===== src/valve_command_frame_matcher_unit_assert.svh =====
// Assertion macros shared by the matcher RTL.
// Each macro expects clk and rst_n in scope.
`ifndef VALVE_COMMAND_FRAME_MATCHER_UNIT_ASSERT_SVH
`define VALVE_COMMAND_FRAME_MATCHER_UNIT_ASSERT_SVH

// Same-cycle implication, checked out of reset
`define VCFM_ASSERT_SAME(label, ante, cons) \
    label: assert property (@(posedge clk) disable iff (!rst_n) (ante) |-> (cons)) \
        else $error("vcfm: same-cycle check failed");

// Next-cycle implication, checked out of reset
`define VCFM_ASSERT_NEXT(label, ante, cons) \
    label: assert property (@(posedge clk) disable iff (!rst_n) (ante) |=> (cons)) \
        else $error("vcfm: next-cycle check failed");

`endif


===== src/vcfm_pkg.sv =====
package vcfm_pkg;

    // Window geometry
    localparam int WINDOW_DEPTH = 8;
    localparam int FIXED_LEN    = 7;
    localparam int PAIR_LEN     = 8;
    localparam int FILL_W       = 3;   // kept fill never exceeds seven

    // Frame bytes
    localparam logic [7:0] SOF_BYTE   = 8'hBB;
    localparam logic [7:0] FIX_HDR    = 8'h01;
    localparam logic [7:0] PAIR_HDR   = 8'h02;
    localparam logic [7:0] ACT_OPEN   = 8'h01;
    localparam logic [7:0] SUM_OPEN   = 8'h03;
    localparam logic [7:0] ACT_CLOSE  = 8'h02;
    localparam logic [7:0] SUM_CLOSE  = 8'h04;
    localparam logic [7:0] ACT_STOP   = 8'h00;
    localparam logic [7:0] SUM_STOP   = 8'h02;
    localparam logic [7:0] TRAIL_CR   = 8'h0D;
    localparam logic [7:0] TRAIL_LF   = 8'h0A;

    // Event codes
    localparam logic [1:0] EV_OPEN   = 2'd0;
    localparam logic [1:0] EV_CLOSE  = 2'd1;
    localparam logic [1:0] EV_STOP   = 2'd2;
    localparam logic [1:0] EV_PAIRED = 2'd3;

    typedef logic [WINDOW_DEPTH-1:0][7:0] window_t;

    typedef struct packed {
        logic [7:0] rx_byte;
        logic       pairing_mode;
    } in_item_t;

    typedef struct packed {
        logic [1:0]  event_code;
        logic [15:0] paired_id;
        logic [7:0]  frames_seen;
    } out_item_t;

    // Outcome of one byte through the matcher
    typedef struct packed {
        logic              hit;
        logic [1:0]        event_code;
        logic [15:0]       paired_id;
        window_t           window_next;
        logic [FILL_W-1:0] fill_next;
    } step_t;

endpackage


===== src/vcfm_match.sv =====
module vcfm_match (
    input  vcfm_pkg::window_t              window,
    input  logic [vcfm_pkg::FILL_W-1:0]    fill,
    input  vcfm_pkg::in_item_t             item,
    output vcfm_pkg::step_t                step
);

    localparam logic [vcfm_pkg::FILL_W-1:0] FILL_W_ONE = 1;

    // Test a 7-byte slice against open, close and stop; returns {hit, code}
    function automatic logic [2:0] fixed_check(input logic [6:0][7:0] s);
        logic       head_ok;
        logic [2:0] res;
        head_ok = (s[0] == vcfm_pkg::SOF_BYTE) && (s[1] == vcfm_pkg::FIX_HDR) &&
                  (s[2] == vcfm_pkg::FIX_HDR) && (s[5] == vcfm_pkg::TRAIL_CR) &&
                  (s[6] == vcfm_pkg::TRAIL_LF);
        res = '0;
        if (head_ok && s[3] == vcfm_pkg::ACT_OPEN && s[4] == vcfm_pkg::SUM_OPEN)
            res = {1'b1, vcfm_pkg::EV_OPEN};
        else if (head_ok && s[3] == vcfm_pkg::ACT_CLOSE && s[4] == vcfm_pkg::SUM_CLOSE)
            res = {1'b1, vcfm_pkg::EV_CLOSE};
        else if (head_ok && s[3] == vcfm_pkg::ACT_STOP && s[4] == vcfm_pkg::SUM_STOP)
            res = {1'b1, vcfm_pkg::EV_STOP};
        return res;
    endfunction

    vcfm_pkg::window_t cand;
    logic [3:0]        count;
    logic [2:0]        fix_old;
    logic [2:0]        fix_new;
    logic [7:0]        pair_sum;
    logic              pair_ok;

    // Candidate window: new byte appended at the young end
    always_comb
    begin
        cand       = window;
        cand[fill] = item.rx_byte;
    end

    assign count    = {1'b0, fill} + 4'd1;
    assign fix_old  = fixed_check(cand[6:0]);
    assign fix_new  = fixed_check(cand[7:1]);
    assign pair_sum = cand[1] + cand[2] + cand[3] + cand[4];
    assign pair_ok  = (cand[0] == vcfm_pkg::SOF_BYTE) && (cand[1] == vcfm_pkg::PAIR_HDR) &&
                      (cand[2] == vcfm_pkg::PAIR_HDR) && (cand[6] == vcfm_pkg::TRAIL_CR) &&
                      (cand[7] == vcfm_pkg::TRAIL_LF) && (pair_sum == cand[5]);

    // Match from the oldest byte, dropping at most two bytes per transfer
    always_comb
    begin
        step             = '0;
        step.window_next = cand;
        step.fill_next   = count[vcfm_pkg::FILL_W-1:0];
        priority if (count == 4'(vcfm_pkg::PAIR_LEN))
        begin
            priority if (fix_old[2])
            begin
                step.hit         = 1'b1;
                step.event_code  = fix_old[1:0];
                step.window_next = vcfm_pkg::window_t'(cand >> (8 * vcfm_pkg::FIXED_LEN));
                step.fill_next   = FILL_W_ONE;
            end
            else if (item.pairing_mode && pair_ok)
            begin
                step.hit        = 1'b1;
                step.event_code = vcfm_pkg::EV_PAIRED;
                step.paired_id  = {cand[3], cand[4]};
                step.fill_next  = '0;
            end
            else if (fix_new[2])
            begin
                step.hit        = 1'b1;
                step.event_code = fix_new[1:0];
                step.fill_next  = '0;
            end
            else if (item.pairing_mode)
            begin
                // keep seven bytes and wait for a possible pairing frame
                step.window_next = vcfm_pkg::window_t'(cand >> 8);
                step.fill_next   = 3'(vcfm_pkg::FIXED_LEN);
            end
            else
            begin
                step.window_next = vcfm_pkg::window_t'(cand >> 16);
                step.fill_next   = 3'(vcfm_pkg::FIXED_LEN - 1);
            end
        end
        else if (count == 4'(vcfm_pkg::FIXED_LEN))
        begin
            priority if (fix_old[2])
            begin
                step.hit        = 1'b1;
                step.event_code = fix_old[1:0];
                step.fill_next  = '0;
            end
            else if (item.pairing_mode)
            begin
                step.fill_next = 3'(vcfm_pkg::FIXED_LEN);
            end
            else
            begin
                step.window_next = vcfm_pkg::window_t'(cand >> 8);
                step.fill_next   = 3'(vcfm_pkg::FIXED_LEN - 1);
            end
        end
        else
        begin
            step.fill_next = count[vcfm_pkg::FILL_W-1:0];
        end
    end

endmodule


===== src/valve_command_frame_matcher_unit.sv =====
// Valve command frame matcher. Takes one received byte per transfer and
// matches the open, close and stop frames (BB 01 01 cmd sum 0D 0A) and, in
// pairing mode, the pairing frame BB 02 02 idH idL sum 0D 0A. A match yields
// one result carrying the event, the 16-bit id of a pairing frame and the
// wrapping count of frames matched so far. Rate: one byte per clock cycle
// while the output queue has room; the window update and all frame compares
// are done in the cycle the byte is taken, and the result is registered into
// a two-entry output queue. Input ready drops only while that queue is full,
// so a stalled consumer holds the input back after two pending results.
`include "valve_command_frame_matcher_unit_assert.svh"

module valve_command_frame_matcher_unit (
    input  logic                clk,
    input  logic                rst_n,
    input  logic                in_valid,
    output logic                in_ready,
    input  vcfm_pkg::in_item_t  in_data,
    output logic                out_valid,
    input  logic                out_ready,
    output vcfm_pkg::out_item_t out_data
);

    vcfm_pkg::window_t               window_reg;
    logic [vcfm_pkg::FILL_W-1:0]     fill_reg;
    logic [7:0]                      frame_counter_reg;
    logic [7:0]                      frame_counter_next;
    vcfm_pkg::step_t                 step;
    vcfm_pkg::out_item_t             slot0_reg;
    vcfm_pkg::out_item_t             slot1_reg;
    vcfm_pkg::out_item_t             slot0_next;
    vcfm_pkg::out_item_t             slot1_next;
    vcfm_pkg::out_item_t             new_item;
    logic [1:0]                      count_reg;
    logic [1:0]                      count_next;
    logic                            in_xfer;
    logic                            push;
    logic                            pop;

    vcfm_match u_match (
        .window (window_reg),
        .fill   (fill_reg),
        .item   (in_data),
        .step   (step)
    );

    assign in_ready  = (count_reg != 2'd2);
    assign in_xfer   = in_valid && in_ready;
    assign push      = in_xfer && step.hit;
    assign pop       = out_valid && out_ready;
    assign out_valid = (count_reg != 2'd0);
    assign out_data  = slot0_reg;

    assign frame_counter_next = frame_counter_reg + 8'd1;

    always_comb
    begin
        new_item.event_code  = step.event_code;
        new_item.paired_id   = step.paired_id;
        new_item.frames_seen = frame_counter_next;
    end

    // Output queue: slot0 is the head
    always_comb
    begin
        slot0_next = slot0_reg;
        slot1_next = slot1_reg;
        count_next = count_reg;
        unique case ({push, pop})
            2'b10:
            begin
                if (count_reg == 2'd0)
                    slot0_next = new_item;
                else
                    slot1_next = new_item;
                count_next = count_reg + 2'd1;
            end
            2'b01:
            begin
                slot0_next = slot1_reg;
                count_next = count_reg - 2'd1;
            end
            2'b11:
            begin
                if (count_reg == 2'd1)
                    slot0_next = new_item;
                else
                begin
                    slot0_next = slot1_reg;
                    slot1_next = new_item;
                end
            end
            default:
            begin
                count_next = count_reg;
            end
        endcase
    end

    // Control state
    always_ff @(posedge clk or negedge rst_n)
    begin
        if (!rst_n)
        begin
            fill_reg          <= '0;
            frame_counter_reg <= '0;
            count_reg         <= '0;
        end
        else
        begin
            count_reg <= count_next;
            if (in_xfer)
            begin
                fill_reg <= step.fill_next;
                if (step.hit)
                    frame_counter_reg <= frame_counter_next;
            end
        end
    end

    // Payload storage
    always_ff @(posedge clk)
    begin
        slot0_reg <= slot0_next;
        slot1_reg <= slot1_next;
        if (in_xfer)
            window_reg <= step.window_next;
    end

    `VCFM_ASSERT_NEXT(a_count_on_hit, in_xfer && step.hit, frame_counter_reg == $past(frame_counter_next))
    `VCFM_ASSERT_NEXT(a_count_hold, in_xfer && !step.hit, $stable(frame_counter_reg))
    `VCFM_ASSERT_NEXT(a_keep_seven_pairing, in_xfer && !in_data.pairing_mode && !step.hit, fill_reg != 3'd7)
    `VCFM_ASSERT_SAME(a_queue_bound, 1'b1, count_reg != 2'd3)

endmodule

===== config.mk =====
export PLATFORM = sky130hd
export DESIGN_NAME = valve_command_frame_matcher_unit
export DESIGN_NICKNAME = d
export VERILOG_FILES = /design/src/vcfm_pkg.sv /design/src/vcfm_match.sv /design/src/valve_command_frame_matcher_unit.sv
export VERILOG_INCLUDE_DIRS = /design/src /design/src/src
export SDC_FILE = /design/constraint.sdc
export NUM_CORES = 1
export LEC_CHECK = 0
export ABC_CLOCK_PERIOD_IN_PS = 6200
export BUFFER_PORTS_ARGS = -buffer_cell sky130_fd_sc_hd__buf_2
export CAP_MARGIN = 30
export CORE_AREA = 2 2 185 205
export CTS_CLUSTER_SIZE = 40
export DETAILED_ROUTE_END_ITERATION = 8
export DIE_AREA = 0 0 187 207
export SLEW_MARGIN = 20
export SYNTH_ARGS = -nofsm -noshare
export SYNTH_HDL_FRONTEND = slang
export SYNTH_SLANG_ARGS = --single-unit

===== constraint.sdc =====
create_clock -name clk -period 6.2 [get_ports clk]
set_clock_uncertainty 0.05 [all_clocks]
set_input_delay 0.93 -clock clk [delete_from_list [all_inputs] [get_ports clk]]
set_output_delay 0.93 -clock clk [all_outputs]
set_load 0.01 [all_outputs]

==> run summary <==
H-Tree Depth - 4
Cell variety after synth - 84
Combinational family with the most area after synthesis - simple AND/OR/NAND/NOR gates
Area of the die - 0.0387 mm^2
Worst Path Arrival - 6030 ps
Xor/xnor cell area share of the yosys netlist - 0.0349
Clock Path Buffers - 2
Fillers - 3,787
# setup viols final - 0
Die Y-Extent - 207 um
Power per unit of standard cell area - 663 mW/mm^2
Relative max-transition margin - 0.366
Vias per Instance - 5.22
Min-delay worst type - primary input to asynchronous set/reset pin
Horizontal die dimension - 187 um
Root cell of the clock tree - clkbuf_16
Number of detailed-routing iterations run before antenna repair - 5
Clock buffers created by TritonCTS - 17
Final routed wire length divided by cell count - 19.7 um
Type of element capturing the critical path - flop
Register area share after synthesis - 0.420
Vias in the first global route - 7,442
Count of flip-flops with a built-in enable after synthesis - 116
Critical path required time - 6400 ps
Site row count - 74
Worst-path maximum fanout - 16
Total of warnings raised by yosys - 0
Final Max Slew Viols - 0
Total I/O pin count - 41
Clock-pin slew of the registers on the worst-case setup and hold paths - 60 ps
Area of the core - 0.0368 mm^2
Post-synthesis adder-cell area fraction - 0.0505
Result of the run - completed
Final-layout worst hold slack - 342 ps
Total routed wirelength - 29.2 mm
Signed area change from the synthesized netlist to the final layout - 19.0%
Maximum ir drop on the vdd rail - 0.338 mV
Simple-gate area share of the yosys netlist - 0.168
Count of max-cap constraint violations - 0
# clock sinks - 129
Antenna-violating nets left - 0
Crit path time final - 5820 ps
Total GRT Usage - 0.149
Initial Utilization - 0.247
Number of DRC violations after detailed-routing iteration 0 - 875
Count of state elements after synthesis - 129
Area fraction in compound gates after synthesis - 0.161
CP startpoint kind - flop
Number of antenna violations at the first check in global routing - 0
Global-route wire length before repair - 44.5 mm
Total global routing overflow - 0
Count of inserted antenna diode cells - 0
Cell area after synthesis - 0.00907 mm^2
Main flop type after synthesis - edfxtp_1
I/O Buffers - 40
Via count - 7,741
Largest register FFs - 64
F_max - 172 MHz
Syn Area/Cell - 9.98 um^2
Count of final hold-check violations - 0
Multiplexer share of the synthesized area - 0.116
Final HPWL DP - 21.1 mm
Share of the cycle needed by the critical path after routing - 0.939
Layout Nets - 1,018
Post-synthesis cell count - 909
Setup Crit Path Kind - flop to flop
Maximum number of pins on one net before global-route repair - 73
Post-synthesis net count - 952
Lkg Pwr - 3.95 nW
Latest clock arrival within the worst-skew pair - 430 ps
Unrepaired setup endpoints after global routing - false
Post-CTS Setup Bufs - 0
TritonCTS clock tree - built
Number of hold buffers added after cts - 0
Final estimated routing congestion in global placement - 0.924
Setup tns final - 0 ps
Least-Margin Pin Slew - 927 ps
Slack of the worst reg-to-reg path - 380 ps
Proportion of layout cells with a drive suffix above 1 - 0.193
Post-route DRC - 0
Async set or reset register ratio after synthesis - 0.101
## cells by family (layout without fill, tap and decap cells)
logic type / after synthesis / after routing
AND/OR/NAND/NOR: 291 / 291
AO/OA/AOI/OAI: 231 / 231
flip-flops: 129 / 129
multiplexers: 101 / 101
XOR/XNOR: 33 / 33
buffers and inverters: 94 / 173
adder cells (fa/ha/maj): 30 / 30
## path summary, 6_finish.rpt
path / cells after the start / from / endpoint
max in group asynchronous: 1 / rst_n / frame_counter_reg[7]
worst min register to register: 1 / frame_counter_reg[7] / frame_counter_reg[7]
worst max register to register: 20 / fill_reg[2] / out_data[11]
worst max-delay path: 20 / fill_reg[2] / out_data[11]
min in group clk: 1 / frame_counter_reg[7] / frame_counter_reg[7]
worst min-delay path: 1 / rst_n / fill_reg[1]
## layout make-up
type / count / area (um^2) / share of cell area
clock buffers: 19 / 433 / 0.0401
clock inverters: 13 / 188 / 0.0174
inverters: 36 / 135 / 0.0125
multi-input cells: 686 / 4880 / 0.452
flip-flops and latches: 129 / 3810 / 0.353
well taps: 494 / 618 / 0.0572
repair buffers: 105 / 737 / 0.0682
## critical path, stage by stage (launching register included)
cell      delay [ps]
dfrtp_1          440
nor3b_2          310
buf_4            260
mux2i_1          320
xor2_1           180
ha_1             280
fa_1             500
ha_1             280
a21o_1           180
a21oi_1          230
xnor3_1          350
nor3b_1          260
nand4b_1         210
o32a_1           450
o21ai_2          140
nand2_1          120
inv_2             90
ha_2             240
a21oi_1          120
or3_4            430
o21ai_0          210
## layer usage
metal	vias to the layer above	global-route usage	wire length, um
met1	3737	0.186	11700
li1	3535	-	-
met2	394	0.244	13800
met5	-	0	0
met4	0	0.0750	1350
met3	75	0.0290	2310
## repair_timing
item	CTS	global route
hold endpoints to repair	0	0
endpoints found under the setup margin	0	43
resized for setup	0	5
## power breakdown
part	switching [mW]	internal, mW	total, mW
clock	0.396	0.675	1.07
combinational	2.71	1.93	4.64
sequential	0.155	1.29	1.45
total	3.26	3.89	7.16
## per-stage QoR
step / util / cells / power [mW] / instance area, um^2 / setup WS, ps
floorplan: - / 909 / 4.70 / 9090 / 76.8
global placement: 0.276 / 1449 / 5.94 / 10100 / 322
detailed placement: 0.276 / 1449 / 5.99 / 10100 / 238
CTS: 0.292 / 1481 / 7.09 / 10800 / 269
global route: 0.294 / 1482 / 7.64 / 10800 / 13.6
finish: 0.294 / 1482 / 7.16 / 10800 / 378
## cell usage in the layout (no fill, tap or decap), types with 11 or more instances in the layout
| cell type | n |
|---|---|
| nand2_1 | 80 |
| inv_1 | 34 |
| o21ai_0 | 72 |
| edfxtp_1 | 116 |
| nor2b_1 | 14 |
| ha_1 | 18 |
| a21oi_1 | 46 |
| nor4_1 | 14 |
| dfrtp_1 | 13 |
| a22o_1 | 16 |
| nor2_1 | 76 |
| buf_2 | 40 |
| mux2i_1 | 75 |
| xnor2_1 | 18 |
| xor2_1 | 13 |
| nand3_1 | 21 |
| o22ai_1 | 26 |
| o221ai_1 | 12 |
| buf_4 | 61 |
| fa_1 | 11 |
| clkbuf_16 | 17 |
| mux2_2 | 20 |
## cell usage after synthesis (all sizes together), types with 13 or more instances
master / instances / share of area
mux2: 22 / 0.028
nor4: 16 / 0.012
xnor2: 18 / 0.017
xor2: 13 / 0.013
o22ai: 26 / 0.018
ha: 19 / 0.026
nor2b: 15 / 0.010
buf: 26 / 0.022
nand2: 81 / 0.034
inv: 36 / 0.015
a22o: 16 / 0.015
edfxtp: 116 / 0.38
a21oi: 48 / 0.027
nand3: 23 / 0.015
dfrtp: 13 / 0.036
mux2i: 79 / 0.088
o21ai: 81 / 0.045
clkbuf: 32 / 0.013
nor2: 78 / 0.033
Note: power is estimated with default switching activity, not from simulation.
